==> config.mk <==
export PLATFORM = sky130hd
export DESIGN_NAME = bit_test_and_scan_unit
export DESIGN_NICKNAME = d
export VERILOG_FILES = /design/src/hw/rtl/btsu_pkg.sv /design/src/hw/rtl/btsu_decode.sv /design/src/hw/rtl/btsu_exec.sv /design/src/hw/rtl/btsu_retire.sv /design/src/hw/rtl/bit_test_and_scan_unit.sv
export VERILOG_INCLUDE_DIRS = /design/src /design/src/hw/rtl
export SDC_FILE = /design/constraint.sdc
export NUM_CORES = 1
export LEC_CHECK = 0
export BUFFER_PORTS_ARGS = -buffer_cell sky130_fd_sc_hd__buf_2
export CORE_MARGIN = 10
export CORE_UTILIZATION = 55
export CTS_CLUSTER_DIAMETER = 50
export DETAILED_ROUTE_END_ITERATION = 8
export GPL_TIMING_DRIVEN = 0
export HOLD_SLACK_MARGIN = 0.06
export MAX_ROUTING_LAYER = met4
export PLACE_DENSITY = 0.75
export SLEW_MARGIN = 20
export SYNTH_ARGS = -nofsm -noshare
export SYNTH_HDL_FRONTEND = slang
export SYNTH_SLANG_ARGS = --single-unit
==> constraint.sdc <==
create_clock -name clk -period 16.05 [get_ports clk]
set_input_delay 1.605 -clock clk [delete_from_list [all_inputs] [get_ports clk]]
set_output_delay 1.605 -clock clk [all_outputs]
set_load 0.01 [all_outputs]
==> src/hw/rtl/bit_test_and_scan_unit_macros.svh <==
// Assertion macros for the bit test and scan unit.
// Needs a clock named clk and a synchronous reset named rst in the using scope.
`ifndef BIT_TEST_AND_SCAN_UNIT_MACROS_SVH
`define BIT_TEST_AND_SCAN_UNIT_MACROS_SVH

// Property must hold at every clock edge outside reset.
`define BTSU_ASSERT(label, prop, msg) \
  label: assert property (@(posedge clk) disable iff (rst) (prop)) else $error(msg);

// Expression must never be true outside reset.
`define BTSU_NEVER(label, expr, msg) \
  label: assert property (@(posedge clk) disable iff (rst) !(expr)) else $error(msg);

`endif

==> src/hw/rtl/btsu_pkg.sv <==
// Shared types and constants for the bit test and scan unit.
// No dependencies; every module of the unit refers to it by scoped names.
package btsu_pkg;

  localparam logic [2:0] ACT_TEST     = 3'd0;
  localparam logic [2:0] ACT_SET      = 3'd1;
  localparam logic [2:0] ACT_RESET    = 3'd2;
  localparam logic [2:0] ACT_COMPL    = 3'd3;
  localparam logic [2:0] ACT_SCAN_FWD = 3'd4;
  localparam logic [2:0] ACT_SCAN_REV = 3'd5;

  localparam logic [4:0] IDX_MASK16 = 5'h0f;
  localparam logic [4:0] IDX_MASK32 = 5'h1f;

  typedef struct packed {
    logic [2:0]         action;
    logic               wide;
    logic               in_memory;
    logic               from_immediate;
    logic signed [31:0] bit_offset;
    logic [31:0]        base_address;
    logic [31:0]        operand_value;
  } cmd_t;

  typedef struct packed {
    logic [31:0] access_address;
    logic [31:0] result_value;
    logic        write_result;
    logic        carry_flag;
    logic        carry_update;
    logic        zero_flag;
    logic        zero_update;
  } res_t;

  // After decode: operand normalized to the operand size, bit mask ready.
  typedef struct packed {
    logic [2:0]  action;
    logic        is_test;
    logic        is_scan;
    logic [31:0] addr;
    logic [31:0] val;
    logic [31:0] bit_mask;
  } dec_t;

  // After execute: test result done, scan split into per-byte encodings.
  typedef struct packed {
    logic            is_test;
    logic            is_scan;
    logic            modify;
    logic            scan_rev;
    logic [31:0]     addr;
    logic [31:0]     test_res;
    logic            carry;
    logic [3:0]      byte_nz;
    logic [3:0][2:0] byte_lo;
    logic [3:0][2:0] byte_hi;
  } exe_t;

endpackage

==> src/hw/rtl/btsu_decode.sv <==
// First stage: operand size normalization, bit index, mask and address adjustment.
// Depends on btsu_pkg.
module btsu_decode (
  input  logic              clk,
  input  logic              rst,
  input  logic              cmd_valid,
  output logic              cmd_stall,
  input  btsu_pkg::cmd_t    cmd,
  output logic              dec_valid,
  input  logic              dec_stall,
  output btsu_pkg::dec_t    dec
);

  btsu_pkg::dec_t dec_next;
  logic [31:0]    off;
  logic [31:0]    delta;
  logic [4:0]     idx;

  assign cmd_stall = dec_valid && dec_stall;

  always_comb begin
    dec_next.action  = cmd.action;
    dec_next.is_test = (cmd.action[2] == 1'b0);
    dec_next.is_scan = (cmd.action == btsu_pkg::ACT_SCAN_FWD) ||
                       (cmd.action == btsu_pkg::ACT_SCAN_REV);
    dec_next.val     = cmd.wide ? cmd.operand_value : {16'h0000, cmd.operand_value[15:0]};
    off = cmd.wide ? cmd.bit_offset : {{16{cmd.bit_offset[15]}}, cmd.bit_offset[15:0]};
    idx = off[4:0] & (cmd.wide ? btsu_pkg::IDX_MASK32 : btsu_pkg::IDX_MASK16);
    dec_next.bit_mask = 32'h1 << idx;
    // floor(off / width) * bytes: arithmetic shift, then scale to bytes
    delta = cmd.wide ? {{3{off[31]}}, off[31:5], 2'b00} : {{3{off[31]}}, off[31:4], 1'b0};
    dec_next.addr = 32'h0;
    if (cmd.in_memory && (dec_next.is_test || dec_next.is_scan)) begin
      dec_next.addr = cmd.base_address;
      if (dec_next.is_test && !cmd.from_immediate) begin
        dec_next.addr = cmd.base_address + delta;
      end
    end
  end

  always_ff @(posedge clk) begin
    if (rst) begin
      dec_valid <= 1'b0;
    end else if (!cmd_stall) begin
      dec_valid <= cmd_valid;
    end
  end

  always_ff @(posedge clk) begin
    if (cmd_valid && !cmd_stall) begin
      dec <= dec_next;
    end
  end

endmodule

==> src/hw/rtl/btsu_exec.sv <==
// Second stage: set/clear/complement of the tested bit and per-byte scan encoding.
// Depends on btsu_pkg.
module btsu_exec (
  input  logic              clk,
  input  logic              rst,
  input  logic              dec_valid,
  output logic              dec_stall,
  input  btsu_pkg::dec_t    dec,
  output logic              exe_valid,
  input  logic              exe_stall,
  output btsu_pkg::exe_t    exe
);

  btsu_pkg::exe_t exe_next;
  logic [7:0]     byte_val;

  function automatic logic [2:0] lowest_set(input logic [7:0] v);
    logic [2:0] pos;
    pos = 3'd0;
    for (int i = 7; i >= 0; i--) begin
      if (v[i]) begin
        pos = 3'(i);
      end
    end
    return pos;
  endfunction

  function automatic logic [2:0] highest_set(input logic [7:0] v);
    logic [2:0] pos;
    pos = 3'd0;
    for (int i = 0; i < 8; i++) begin
      if (v[i]) begin
        pos = 3'(i);
      end
    end
    return pos;
  endfunction

  assign dec_stall = exe_valid && exe_stall;

  always_comb begin
    exe_next.is_test  = dec.is_test;
    exe_next.is_scan  = dec.is_scan;
    exe_next.scan_rev = (dec.action == btsu_pkg::ACT_SCAN_REV);
    exe_next.modify   = dec.is_test && (dec.action != btsu_pkg::ACT_TEST);
    exe_next.addr     = dec.addr;
    exe_next.carry    = |(dec.val & dec.bit_mask);
    unique case (dec.action)
      btsu_pkg::ACT_SET:   exe_next.test_res = dec.val | dec.bit_mask;
      btsu_pkg::ACT_RESET: exe_next.test_res = dec.val & ~dec.bit_mask;
      btsu_pkg::ACT_COMPL: exe_next.test_res = dec.val ^ dec.bit_mask;
      default:             exe_next.test_res = 32'h0;
    endcase
    byte_val = 8'h00;
    for (int b = 0; b < 4; b++) begin
      byte_val            = dec.val[8*b +: 8];
      exe_next.byte_nz[b] = |byte_val;
      exe_next.byte_lo[b] = lowest_set(byte_val);
      exe_next.byte_hi[b] = highest_set(byte_val);
    end
  end

  always_ff @(posedge clk) begin
    if (rst) begin
      exe_valid <= 1'b0;
    end else if (!dec_stall) begin
      exe_valid <= dec_valid;
    end
  end

  always_ff @(posedge clk) begin
    if (dec_valid && !dec_stall) begin
      exe <= exe_next;
    end
  end

endmodule

==> src/hw/rtl/btsu_retire.sv <==
// Third stage: merge byte scan results, pick the result and flags, hold the output register.
// Depends on btsu_pkg.
module btsu_retire (
  input  logic              clk,
  input  logic              rst,
  input  logic              exe_valid,
  output logic              exe_stall,
  input  btsu_pkg::exe_t    exe,
  output logic              res_valid,
  input  logic              res_stall,
  output btsu_pkg::res_t    res
);

  btsu_pkg::res_t res_next;
  logic [4:0]     fwd_idx;
  logic [4:0]     rev_idx;
  logic           src_zero;

  assign exe_stall = res_valid && res_stall;

  always_comb begin
    fwd_idx = 5'd0;
    rev_idx = 5'd0;
    // lowest nonzero byte wins for forward, highest for reverse
    for (int b = 3; b >= 0; b--) begin
      if (exe.byte_nz[b]) begin
        fwd_idx = {2'(b), exe.byte_lo[b]};
      end
    end
    for (int b = 0; b < 4; b++) begin
      if (exe.byte_nz[b]) begin
        rev_idx = {2'(b), exe.byte_hi[b]};
      end
    end
    src_zero = (exe.byte_nz == 4'h0);

    res_next.access_address = exe.addr;
    res_next.result_value   = 32'h0;
    res_next.write_result   = 1'b0;
    res_next.carry_flag     = 1'b0;
    res_next.carry_update   = 1'b0;
    res_next.zero_flag      = 1'b0;
    res_next.zero_update    = 1'b0;
    if (exe.is_test) begin
      res_next.result_value = exe.test_res;
      res_next.write_result = exe.modify;
      res_next.carry_flag   = exe.carry;
      res_next.carry_update = 1'b1;
    end else if (exe.is_scan) begin
      res_next.zero_update  = 1'b1;
      res_next.zero_flag    = src_zero;
      res_next.write_result = !src_zero;
      if (!src_zero) begin
        res_next.result_value = {27'h0, exe.scan_rev ? rev_idx : fwd_idx};
      end
    end
  end

  always_ff @(posedge clk) begin
    if (rst) begin
      res_valid <= 1'b0;
    end else if (!exe_stall) begin
      res_valid <= exe_valid;
    end
  end

  always_ff @(posedge clk) begin
    if (exe_valid && !exe_stall) begin
      res <= res_next;
    end
  end

endmodule

==> src/hw/rtl/bit_test_and_scan_unit.sv <==
// Bit test and bit scan unit: BT, BTS, BTR, BTC, BSF and BSR at 16 or 32 bits.
// Channels: cmd (cmd_valid, cmd_stall, cmd) carries one instruction per transfer;
// res (res_valid, res_stall, res) carries one result per instruction, in order.
// A transfer happens on a rising edge with valid high and stall low.
// A command passes through the decode, execute and retire register stages,
// in that order, before its result is shown on res with res_valid.
// Throughput: one instruction per cycle with no stall on res.
// Each stage holds its item while the stage after it is full and stalled;
// bubbles close up, so cmd_stall rises only when all three stages are full
// and res_stall is high. Nothing is dropped or repeated under stall.
// Reset (rst, synchronous) empties all stages; res_valid is low after it.
// Results carry the adjusted access address, the value to write back with
// its write enable, and carry or zero flags with their update enables.
// Depends on btsu_pkg, btsu_decode, btsu_exec, btsu_retire.
`include "bit_test_and_scan_unit_macros.svh"

module bit_test_and_scan_unit (
  input  logic              clk,
  input  logic              rst,
  input  logic              cmd_valid,
  output logic              cmd_stall,
  input  btsu_pkg::cmd_t    cmd,
  output logic              res_valid,
  input  logic              res_stall,
  output btsu_pkg::res_t    res
);

  logic           dec_valid;
  logic           dec_stall;
  btsu_pkg::dec_t dec;
  logic           exe_valid;
  logic           exe_stall;
  btsu_pkg::exe_t exe;

  btsu_decode u_decode (
    .clk       (clk),
    .rst       (rst),
    .cmd_valid (cmd_valid),
    .cmd_stall (cmd_stall),
    .cmd       (cmd),
    .dec_valid (dec_valid),
    .dec_stall (dec_stall),
    .dec       (dec)
  );

  btsu_exec u_exec (
    .clk       (clk),
    .rst       (rst),
    .dec_valid (dec_valid),
    .dec_stall (dec_stall),
    .dec       (dec),
    .exe_valid (exe_valid),
    .exe_stall (exe_stall),
    .exe       (exe)
  );

  btsu_retire u_retire (
    .clk       (clk),
    .rst       (rst),
    .exe_valid (exe_valid),
    .exe_stall (exe_stall),
    .exe       (exe),
    .res_valid (res_valid),
    .res_stall (res_stall),
    .res       (res)
  );

  `BTSU_NEVER(a_one_update_kind, res_valid && res.carry_update && res.zero_update, "both flag updates set")
  `BTSU_ASSERT(a_zero_no_write, (res_valid && res.zero_flag) |-> (!res.write_result && res.result_value == 32'h0), "zero scan source wrote a result")
  `BTSU_ASSERT(a_scan_index_range, (res_valid && res.zero_update) |-> (res.result_value[31:5] == 27'h0), "scan index out of range")
  `BTSU_ASSERT(a_stall_only_full, cmd_stall |-> (dec_valid && exe_valid && res_valid && res_stall), "input stalled with room in the pipeline")
  `BTSU_ASSERT(a_fill_one_cycle, (cmd_valid && !cmd_stall) |=> dec_valid, "accepted command did not reach decode stage")

endmodule
---- Yosys cells after proc, flatten, opt, wreduce, memory -nomap -nowiden ----
Index checks and enable logic that the tools add are counted.
cells by class
  order comparisons ....................... 0
  mux-type cells .......................... 71
  multiply operators ...................... 0
  bitwise operators ....................... 8
  reduce and logical (&&, ||, !) cells .... 40
  equality and inequality tests ........... 6
  div/mod/pow operators ................... 0
  shifts and indexed selects .............. 1
  add/sub/neg operators ................... 1
operators with widths
  kind                    count
  $pmux W32 S3            1
  $mux W33                2
  $and A32 B32 Y32        2
  $mux W32                2
  $mux W3                 17
  $mux W2                 25
  $mux W5                 9
  $add A32 B32 Y32        1
  $not A32 Y32            1
  $or A32 B32 Y32         1
  $reduce_or A32 Y1       1
  $reduce_or A4 Y1        8
  $reduce_or A8 Y1        4
  $shl A1 B5 Y32 const A  1
  $xor A32 B32 Y32        1
  $reduce_or A2 Y1        9
  $mux W1                 14
  $eq A3 B3 Y1 const B    3
  $logic_and A1 B1 Y1     9
  $eq A3 B2 Y1 const B    2
  $and A5 B5 Y5           1
  $logic_not A1 Y1        5
  $logic_not A4 Y1        1
  $mux W4                 1
  4 further kinds         6
word-level totals
  memory bits (read-only) ................. 0
  bits in latches ......................... 0
  RAM bits ................................ 0
  bits of input ports ..................... 106
  memories ................................ 0
  flip-flop bits (word level) ............. 270
  word-level logic and storage cells ...... 176

---- Logic depth before layout (Yosys ltp) ----
Gate-level depths: netlist of the first run.
  depth after elaboration ................. 8
  depth in mapped cells ................... 15

---- Modules after synthesis ----
A second synthesis of the first run with hierarchy kept.
second synthesis, totals
  cells, all modules ...................... 1227
  area total of the unflattened synthesis .. 14047.2 um^2
by module, submodules not included
  module       area an instance (um^2)  times used  sequential area each (um^2)  cells each
  btsu_exec    5739.3                   1           2932.8                       507
  btsu_decode  5631.7                   1           3052.9                       549
  btsu_retire  2676.3                   1           2092.0                       171

---- Worst setup path after synthesis of the first run ----
No wires, ideal clock.
  path type ............................... input to register
  start ................................... input port res_stall
  end ..................................... register, netlist name u_retire.res[0]
  arrival time ............................ 6.632 ns
  stages on the path ...................... 1
  buffers on the path ..................... 0
  setup slack ............................. 8.817 ns
  setup time .............................. 0.601 ns
  cell sequence ........................... a21boi_0
between the ends
  cells in the longest elaborated chain, start to end .. 3
RTL lines
  what                 line                          source
  start, declared      bit_test_and_scan_unit.sv:24  input logic res_stall,
  $logic_and A1 B1 Y1  btsu_retire.sv:19             assign exe_stall = res_valid && res_stall;
  $logic_not A1 Y1     -
  $logic_and A1 B1 Y1  btsu_retire.sv:68             if (exe_valid && !exe_stall) begin
Every way passes these cells.
A chain may end at the register's enable or synchronous reset.

---- Worst setup path in the final report of the first run ----
  start ................................... input port cmd[98] in the netlist's numbering
  end ..................................... register, netlist name u_decode.dec[90]
between the ends
  cells in the longest elaborated chain, start to end .. 3
  elaborated cells on any way between the ends .. 4
  those cells by class .................... 1 x add/sub; 3 x mux
RTL lines
  what                                        line                                  source
  start, declared                             bit_test_and_scan_unit.sv:22          input btsu_pkg::cmd_t cmd,
  $mux W2 / $mux W32 (equally long branches)  btsu_decode.sv:31, btsu_decode.sv:27
  $add A32 B32 Y32 *                          btsu_decode.sv:36                     dec_next.addr = cmd.base_address + delta;
  $mux W32 *                                  btsu_decode.sv:35                     if (dec_next.is_test && !cmd.from_immediate) begin
Mark *: on every way between the ends. The rest lies on a longest branch, timed or not.

==> results of run 1 <==
## area by class of cell
| type | instances | area, µm² |
|---|---|---|
| fill | 1911 | 8240 |
| antenna | 6 | 15.0 |
| buffer | 48 | 181 |
| tap | 324 | 405 |
| timing repair buffer | 185 | 1100 |
| clock inverter | 19 | 150 |
| clock buffer | 37 | 798 |
| sequential | 270 | 8080 |
| inverter | 89 | 334 |
| multi-input combinational | 795 | 5230 |
## how the worst max path moves through the flow
stage	startpoint	to	slack (ps)	depth (start not counted)
finish	cmd[98]	u_decode.dec[90]$_SDFFCE_PN0P_	11450	15
global placement	res_stall	u_retire.res[17]$_SDFFCE_PN0P_	6350	2
detailed placement	cmd[98]	u_decode.dec[90]$_SDFFCE_PN0P_	10930	15
global route	cmd[98]	u_decode.dec[95]$_SDFFCE_PN0P_	11340	15
floorplan	res_stall	u_retire.res[0]$_SDFFCE_PP0P_	8820	1
CTS	cmd[98]	u_decode.dec[90]$_SDFFCE_PN0P_	11500	15
## stage by stage
| step | total power, mW | utilization [%] | area, µm² | setup WS (ps) | hold WS (ps) |
|---|---|---|---|---|---|
| after global placement | 1.08 | 61.5 | 15100 | 6350 | 401 |
| after CTS | 1.73 | 66.3 | 16300 | 11500 | 405 |
| after floorplan | 1.01 | - | 13800 | 8820 | 400 |
| after detailed placement | 1.08 | 62.5 | 15300 | 10930 | 405 |
| after global routing | 1.79 | 66.4 | 16300 | 11340 | 414 |
| final | 1.72 | 66.4 | 16300 | 11450 | 408 |
## power groups by stage
stage,Clock (mW),Sequential [mW],Combinational (mW)
2_1_floorplan,0,0.858,0.147
5_1_grt,0.689,0.850,0.253
6_report,0.647,0.847,0.225
3_5_place_dp,0,0.861,0.223
3_3_place_gp,0,0.866,0.212
4_1_cts,0.657,0.847,0.224
## sequential cells by signal, indices dropped and copies added (netlist names)
register            cells
u_decode.dec          101
u_retire.res           69
u_exec.exe_valid        1
u_retire.res_valid      1
u_decode.dec_valid      1
u_exec.exe             97
## layout by cell type, fill, tap and decap left out, drive strengths merged, types with 17 or more instances in the layout
master,Yosys,routed
edfxtp,267,267
buf,1,186
nand2,133,133
nor2,128,128
ha,126,126
inv,89,94
clkbuf,47,84
a21oi,68,68
o21ai,64,64
and2,47,47
a22oi,38,38
a21o,22,22
nor4,17,17
nand3,17,17
## cells by family after synthesis
logic type | after synthesis
adders and majority gates | 127
xor gates and xnor gates | 19
and+or+nand+nor | 400
buffers and inverters | 137
DFF | 270
muxes | 7
AOI/OAI and AO/OA | 242
## layer usage
| layer | global-route usage, % | vias up |
|---|---|---|
| met1 | 26.5 | 4491 |
| met2 | 32.7 | 309 |
| met5 | - | - |
| met4 | 5.27 | 0 |
| li1 | - | 4746 |
| met3 | 3.36 | 55 |
## worst max-delay path, delay by kind of cell
family / cells / cell delay [ps]
xor gates and xnor gates: 1 / 180
adders and majority gates: 1 / 310
buffers and inverters: 3 / 970
and+or+nand+nor: 2 / 170
AOI/OAI and AO/OA: 8 / 1670
==> metrics.txt, run 1 <==
status=completed; Avg Cell Area, Syn=11.5 µm²; vias per cell=5.42; Post-synth top flop=edfxtp_1; Reg-to-Reg Start=u_retire.res_valid$_SDFFE_PP0N_; placed insts=1711; final net count=1652; Compound-Gate Fraction of Synth Area=11.2%; Final GP Congestion=0.924; max-slew violation count=0; setup_tns=0 ps; final hold vios=0; Top Ports=177; post-synthesis register bit count=270; Chip Height=178 µm; die area=0.0318 mm²; Core Footprint=0.0245 mm²; DRT iter0 DRCs=677; synth warn=0; Cell Int Power=1.28 mW; slowest stage delay, CP=450 ps; Hold/Removal Path Class=reg2reg; detailed placement HPWL=25000 µm; Worst-Skew Late Latency=550 ps; row cnt=57; period utilisation layout=28.7%; Sequential Power Share=49.3%; FF-to-FF setup slack=13550 ps; EDFF count, synth=267; largest net degree at the start of global routing=32; library cells used by synthesis=56; top-count cell post-synth=edfxtp_1; number of buffers created by CTS=30; antenna-violating nets left=0; wire length on met1=14000 µm; Synth Area in Adders=11.6%; Syn Std Cell Area=0.0138 mm²; clk slew on worst S/H paths=60 ps; first-pass iteration count of the detailed router=5; total grt overflow=0; Syn Inst Count=1202; CP arrival=4890 ps; Synth-to-Final Area Change=18.1%; routed wl met2=15500 µm; total number of vias=9601; fmax=0.217 GHz; Tmin final=4600 ps; Gate power share=13.1%; VDD IR max=0.0000878 V; Leak=6.78 nW; FF-to-FF path depth=6; CP Data Required Time=16340 ps; post-synth top area cell=edfxtp_1; CTS tree=done; Hold Crit Start=u_decode.dec[65]$_SDFFCE_PN0P_; post-route DRC violation count=0; measured slew at the worst slew-check pin=826 ps; first-pass GRT wire length=50000 µm; RSZ-0062 raised after global routing=false; final setup vio count=0; Clock Skew=15.1 ps; hold path cells=0; slowest cell on the critical path=clkbuf_1; Sw Ratio=25.3%; GRT Util Overall=20.4%; initial antenna violation count=6; setup bufs post-CTS=0; Max-Cap Viols=0; Yosys top cell area share=58.1%; DIE WIDTH=178 µm; Worst setup SP type=input pin; Post-CTS Hold Fix Bufs=0; drt wl/cell=18.2 µm; # port buffers=176; root buffer cell=clkbuf_16; synth cell count leaders=edfxtp_1, nand2_1, nor2_1; Post-Route WL=32300 µm; mux cell area share after synthesis=0.508%; worst hold endpoint=u_exec.exe[62]$_DFFE_PP_; simple-gate share of the synthesized area=13.3%; post-CTS sizing=0; vias in the first global route=9484; CTS Buffer Depth=3; layout cell share with drive strength beyond 1=17.0%; Initial Util=56.2%; endpoint type of the worst setup path=flip-flop; CTS sink count=270; ordered cell list for the critical path=buf_2 > clkbuf_1 > clkbuf_1 > nand2_1 > nand2_1 > ha_1 > a21o_1 > a211o_1 > a221oi_1 > o211ai_1 > a31o_2 > a21oi_4 > o21ai_1 > xnor2_1 > o21ai_1; P_sw=0.435 mW; largest family of logic cells by synthesized area=simple AND/OR/NAND/NOR gates; Synth async-reset ratio=0%; Clock Power Share=37.6%; slew margin rel.=44.8%; max layer used=met4; Post-Syn Nets=1435; r2r endpoint=u_decode.dec[71]$_SDFFCE_PN0P_; CP Max Fanout=10; H-tree depth=1; routed wl met3=2140 µm; Setup CP Type=in2reg; XOR/XNOR share of the synthesized area=1.21%; register area share after synthesis=58.5%; final non-filler cell total=1773; Pwr Density=106 mW/mm²; synth top area cells=edfxtp_1, ha_1, nand2_1, nor2_1, a21oi_1
(Power assumes the default switching activity.)
==> inputs of run 2 (changes only) <==
- CORE_UTILIZATION: 55 -> 53
- PLACE_DENSITY: 0.75 -> 0.76
- clock period: 16.05 -> 4 ns (I/O delays scaled with it)
==> metrics.txt, run 2 (same netlist as run 1, synthesis figures left out) <==
status=completed (unchanged); initial antenna violation count=8 (was 6); Hold Crit Start=cmd[100] (was u_decode.dec[65]$_SDFFCE_PN0P_); CP Max Fanout=10 (unchanged); CP arrival=3720 ps (was 4890 ps); FF-to-FF setup slack=1910 ps (was 13550 ps); total grt overflow=0 (unchanged); Post-CTS Hold Fix Bufs=18 (was 0); endpoint type of the worst setup path=flip-flop (unchanged); Hold/Removal Path Class=in2reg (was reg2reg); setup bufs post-CTS=0 (unchanged); fin util=64.7% (was 66.4%); final non-filler cell area=0.0164 mm² (was 0.0163 mm²); Initial Util=54.3% (was 56.2%); Max-Cap Viols=0 (unchanged); GRT Util Overall=19.0% (was 20.4%); Worst setup SP type=input pin (unchanged); FF-to-FF path depth=6 (unchanged); Reg-to-Reg Start=u_retire.res_valid$_SDFFE_PP0N_ (unchanged); detailed placement HPWL=24500 µm (was 25000 µm); antenna-violating nets left=0 (unchanged); max-slew violation count=0 (unchanged); fmax=0.290 GHz; DIE WIDTH=181 µm (was 178 µm); measured slew at the worst slew-check pin=666 ps (was 826 ps); slew margin rel.=55.5% (was 44.8%); DRT iter0 DRCs=707 (was 677); first-pass iteration count of the detailed router=6 (was 5); final net count=1669 (was 1652); CP Data Required Time=4280 ps (was 16340 ps); largest net degree at the start of global routing=32 (unchanged); Placed Area=0.0154 mm² (was 0.0153 mm²); Worst Slack Setup Final=556 ps (was 11450 ps); Pwr Density=409 mW/mm² (was 106 mW/mm²); most common cell after layout, fill and taps aside=edfxtp_1 (unchanged); clk slew on worst S/H paths=60 ps (about the same); CTS Buffer Depth=3 (unchanged); CTS sink count=270 (unchanged); root buffer cell=clkbuf_16 (unchanged); Worst-Skew Late Latency=530 ps (was 550 ps); r2r endpoint=u_decode.dec[71]$_SDFFCE_PN0P_ (unchanged); first-pass GRT wire length=49700 µm (was 50000 µm); final hold vios=0 (unchanged); post-CTS sizing=0 (unchanged); Core Footprint=0.0254 mm² (was 0.0245 mm²); vias in the first global route=9551 (was 9484); Final GP Congestion=0.967 (was 0.924); row cnt=58 (was 57); H-tree depth=1 (unchanged); total number of vias=9569 (was 9601); VDD IR max=0.000316 V (was 0.0000878 V); # port buffers=176 (unchanged); post-route DRC violation count=0 (unchanged); Setup CP Type=in2reg (unchanged); Clock Skew=12.1 ps (was 15.1 ps); Chip Height=181 µm (was 178 µm); Top Registers=u_decode.dec (101), u_exec.exe (97), u_retire.res (69) (unchanged); period utilisation layout=86.1%; vias per cell=5.33 (was 5.42); RSZ-0062 raised after global routing=false (unchanged); max FFs per register=101 (unchanged); Leak=6.82 nW (was 6.78 nW); number of buffers created by CTS=28 (was 30); CP Launch Point=cmd[98] (unchanged); Top Ports=177 (unchanged); final setup vio count=0 (unchanged); die area=0.0329 mm² (was 0.0318 mm²); Synth-to-Final Area Change=19.0% (was 18.1%); dpl ws=-13.5 ps (was 10930 ps); layout cell share with drive strength beyond 1=16.7% (was 17.0%); Worst setup endpoint=u_decode.dec[90]$_SDFFCE_PN0P_ (unchanged); Post-Route WL=31500 µm (was 32300 µm); CTS tree=done (unchanged); most frequent cells in the layout=edfxtp_1, buf_2, nand2_1, nor2_1, ha_1 (unchanged); Tot Pwr=6.72 mW (was 1.72 mW); drt wl/cell=17.5 µm (was 18.2 µm); Tmin final=3440 ps; most flop-heavy register=u_decode.dec (unchanged)
run 2: layout make-up:
cell class	count	area, µm²
fill	1986	8970
clock buffer	33	741
antenna	8	20.0
inverter	89	334
tap	330	413
sequential	270	8080
timing repair buffer	204	1300
clock inverter	17	125
multi-input combinational	795	5230
buffer	48	181
run 2: how the worst min path moves through the flow:
stage / slack, ps / to / depth (start not counted)
6_report: 90 / u_decode.dec[99]$_DFFE_PP_ / 1
5_1_grt: 80 / u_decode.dec[99]$_DFFE_PP_ / 1
4_1_cts: 70 / u_decode.dec[99]$_DFFE_PP_ / 1
3_5_place_dp: 400 / u_exec.exe[62]$_DFFE_PP_ / 0
3_3_place_gp: 400 / u_exec.exe[89]$_DFFE_PP_ / 0
2_1_floorplan: 400 / u_exec.exe[61]$_DFFE_PP_ / 0
run 2: power breakdown:
group,leakage [nW],internal [mW],switching [mW]
registers,2.50,3.30,0.0963
clock network,0.417,1.39,1.03
logic,3.90,0.367,0.544
total,6.82,5.05,1.67
run 2: metrics by stage:
stage / cells / hold WS [ps] / TNS (ps)
floorplan: 1202 / 400 / 0
global placement: 1708 / 401 / -155610
detailed placement: 1718 / 405 / -13.5
CTS: 1786 / 74.1 / 0
global route: 1794 / 77.7 / 0
finish: 1794 / 93.2 / 0
run 2: routing by layer:
metal,part of all wire (%),track usage (%),vias to the layer above
li1,-,-,4763
met1,43,23.0,4467
met2,49,32.1,292
met3,6.1,3.64,47
met4,1.9,4.95,0
met5,0,-,-
run 2: worst max-delay path: stages:
cell      delay, ps
buf_2            90
clkbuf_1        450
clkbuf_1        480
nand2_1          90
nand2_1         100
ha_1            300
a21o_1          240
a211o_1         300
a221oi_1        220
o211ai_1        180
a31o_2          310
a21oi_4         210
o21ai_1          90
xnor2_1         160
o21ai_1          80
==> inputs of run 3 (changes only) <==
- ABC_AREA: default -> 1
==> metrics.txt, run 3 <==
initial antenna violation count=0 (was 8); vias per cell=5.05 (was 5.33); first-pass iteration count of the detailed router=5 (was 6); Chip Height=186 µm (was 181 µm); CP dominant cell by count=nand2_1; status=completed (unchanged); number of buffers created by CTS=34 (was 28); FF-to-FF path depth=7 (was 6); setup bufs post-CTS=0 (unchanged); register area share after synthesis=55.3% (was 58.5%); H-tree depth=2 (was 1); Placed Area=0.0161 mm² (was 0.0154 mm²); placed insts=2048 (was 1718); CTS tree=done (unchanged); Synth-to-Final Area Change=17.8% (was 19.0%); most flop-heavy register=u_decode.dec (unchanged); root buffer cell=clkbuf_16 (unchanged); Syn Std Cell Area=0.0146 mm² (was 0.0138 mm²); synth warn=0 (unchanged); Top Ports=177 (unchanged); Worst Slack Setup Final=1350 ps (was 556 ps); max FFs per register=101 (unchanged); period utilisation layout=66.3% (was 86.1%); Avg Cell Area, Syn=9.56 µm² (was 11.5 µm²); EDFF count, synth=267 (unchanged); synth cell count leaders=nand2_1, inv_1, edfxtp_1 (was edfxtp_1, nand2_1, nor2_1); largest net degree at the start of global routing=66 (was 32); CP arrival=2900 ps (was 3720 ps); setup_tns=0 ps (unchanged); Clock Skew=14.7 ps (was 12.1 ps); Post-CTS Hold Fix Bufs=1 (was 18); GRT Util Overall=20.7% (was 19.0%); worst hold slack=74.8 ps (was 93.2 ps); post-CTS sizing=0 (unchanged); endpoint type of the worst setup path=flip-flop (unchanged); Hold Crit Start=cmd[14] (was cmd[100]); Post-Syn Nets=1761 (was 1435); Pwr Density=416 mW/mm² (was 409 mW/mm²); Syn Inst Count=1528 (was 1202); first-pass GRT wire length=54100 µm (was 49700 µm); dpl ws=796 ps (was -13.5 ps); post-synthesis register bit count=270 (unchanged); CTS sink count=270 (unchanged); antenna-violating nets left=0 (unchanged); Worst setup endpoint=u_decode.dec[89]$_SDFFCE_PN0P_ (was u_decode.dec[90]$_SDFFCE_PN0P_); ordered cell list for the critical path=buf_2 > inv_1 > nand2_1 > clkbuf_1 > nand2_1 > ha_1 > nand2_1 > nor2_1 > nand2_1 > nor2_1 > nand2_1 > nand4_1 > nand3_1 > nand2_1 > inv_1 (was buf_2 > clkbuf_1 > clkbuf_1 > nand2_1 > nand2_1 > ha_1 > a21o_1 > a211o_1 > a221oi_1 > o211ai_1 > a31o_2 > a21oi_4 > o21ai_1 > xnor2_1 > o21ai_1); die area=0.0346 mm² (was 0.0329 mm²); post-synth top area cell=edfxtp_1 (unchanged); DRT iter0 DRCs=670 (was 707); Yosys top cell area share=54.9% (was 58.1%); vias in the first global route=10600 (was 9551); top-count cell post-synth=nand2_1 (was edfxtp_1); RSZ-0062 raised after global routing=false (unchanged); Max-Cap Viols=0 (unchanged); CP Max Fanout=10 (unchanged); most common cell after layout, fill and taps aside=nand2_1 (was edfxtp_1); Worst-Skew Late Latency=490 ps (was 530 ps); Initial Util=54.1% (was 54.3%); clk slew on worst S/H paths=60 ps (about the same); slowest stage delay, CP=450 ps (was 480 ps); Core Footprint=0.0270 mm² (was 0.0254 mm²); measured slew at the worst slew-check pin=758 ps (was 666 ps); detailed placement HPWL=27900 µm (was 24500 µm); final non-filler cell total=2111 (was 1794); VDD IR max=0.000212 V (was 0.000316 V); DIE WIDTH=186 µm (was 181 µm); Tot Pwr=7.17 mW (was 6.72 mW); Fillers=2220 (was 1986); post-route DRC violation count=0 (unchanged); max-slew violation count=0 (unchanged); final hold vios=0 (unchanged); synth top area cells=edfxtp_1, ha_1, nand2_1, inv_1, nor2_1 (was edfxtp_1, ha_1, nand2_1, nor2_1, a21oi_1); n_diodes=0 (was 8); final setup vio count=0 (unchanged); slew margin rel.=49.3% (was 55.5%); Worst setup SP type=input pin (unchanged); total number of vias=10700 (was 9569); FF/Latch Area=0.00808 mm² (unchanged); Final GP Congestion=0.988 (was 0.967); most frequent cells in the layout=nand2_1, inv_1, edfxtp_1, buf_2, nor2_1 (was edfxtp_1, buf_2, nand2_1, nor2_1, ha_1); fin util=63.7% (was 64.7%); Hold/Removal Path Class=in2reg (unchanged); Post-synth top flop=edfxtp_1 (unchanged); slowest cell on the critical path=ha_1 (was clkbuf_1); Synth async-reset ratio=0% (unchanged); r2r endpoint=u_decode.dec[54]$_SDFFCE_PN0P_ (was u_decode.dec[71]$_SDFFCE_PN0P_); Leak=8.19 nW (was 6.82 nW); Tmin final=2650 ps (was 3440 ps); final net count=1977 (was 1669); fmax=0.377 GHz (was 0.290 GHz); total grt overflow=0 (unchanged); row cnt=60 (was 58); Reg-to-Reg Start=u_exec.exe_valid$_SDFFE_PP0N_ (was u_retire.res_valid$_SDFFE_PP0N_); Top Registers=u_decode.dec (101), u_exec.exe (97), u_retire.res (69) (unchanged); CP Data Required Time=4250 ps (was 4280 ps); layout cell share with drive strength beyond 1=15.9% (was 16.7%); multi-input logic area=0.00535 mm² (was 0.00523 mm²); # port buffers=172 (was 176); drt wl/cell=16.5 µm (was 17.5 µm); Post-Route WL=34800 µm (was 31500 µm); library cells used by synthesis=40 (was 56); CP Launch Point=cmd[98] (unchanged); CTS Buffer Depth=3 (unchanged); final non-filler cell area=0.0172 mm² (was 0.0164 mm²); FF-to-FF setup slack=1860 ps (was 1910 ps); Setup CP Type=in2reg (unchanged)
==> run 3: cell types whose count changed after synthesis, moves of 19 or more <==
cell / delta
a21o_1: -21
a22oi_1: -31
and2_1: -46
clkbuf_1: -21
inv_1: +186
nand2_1: +260
nand3_1: +34
o211ai_1: +26
o21ai_0: -19
==> run 3: power by group <==
part / internal (mW) / switching, mW / leakage, nW
Combinational: 0.297 / 0.564 / 5.06
Clock: 1.84 / 1.14 / 0.543
Sequential: 3.27 / 0.0669 / 2.59
==> run 3: cell type report <==
class | instances | area share, %
buffer | 37 | 0.886
clock buffer | 44 | 5.53
clock inverter | 18 | 1.03
inverter | 280 | 6.12
multi-input combinational | 941 | 31.1
sequential | 270 | 46.9
tap | 341 | 2.48
timing repair buffer | 180 | 5.97
==> run 3: worst min-delay path by stage <==
stage | slack [ps] | cells after the start | end
2_1_floorplan | 400 | 0 | u_exec.exe[61]$_DFFE_PP_
3_3_place_gp | 400 | 0 | u_exec.exe[74]$_DFFE_PP_
3_5_place_dp | 400 | 0 | u_exec.exe[80]$_DFFE_PP_
4_1_cts | 60 | 1 | u_decode.dec[39]$_DFFE_PP_
5_1_grt | 60 | 1 | u_decode.dec[39]$_DFFE_PP_
6_report | 70 | 1 | u_decode.dec[46]$_DFFE_PP_
==> run 3: logic make-up after synthesis <==
family / Yosys count / share of synthesized area [%]
DFF: 270 / 55.3
buffers and inverters: 317 / 8.24
AOI/OAI and AO/OA: 142 / 5.88
adders and majority gates: 127 / 10.9
and+or+nand+nor: 659 / 18.9
xor gates and xnor gates: 13 / 0.779
==> run 3: worst max-delay path: cells and delay by family <==
kind | cells | cell delay (ps)
simple gates | 10 | 1310
buf+inv | 4 | 760
fa+ha+maj | 1 | 450
==> run 3: routing by layer <==
metal	GRT usage, %	vias up	part of all wire [%]	wire length (µm)
met2	35.9	305	50	17400
met5	-	-	0	0
li1	-	5417	-	-
met1	24.2	4878	42	14600
met4	7.55	0	3.3	1140
met3	2.53	66	4.8	1650
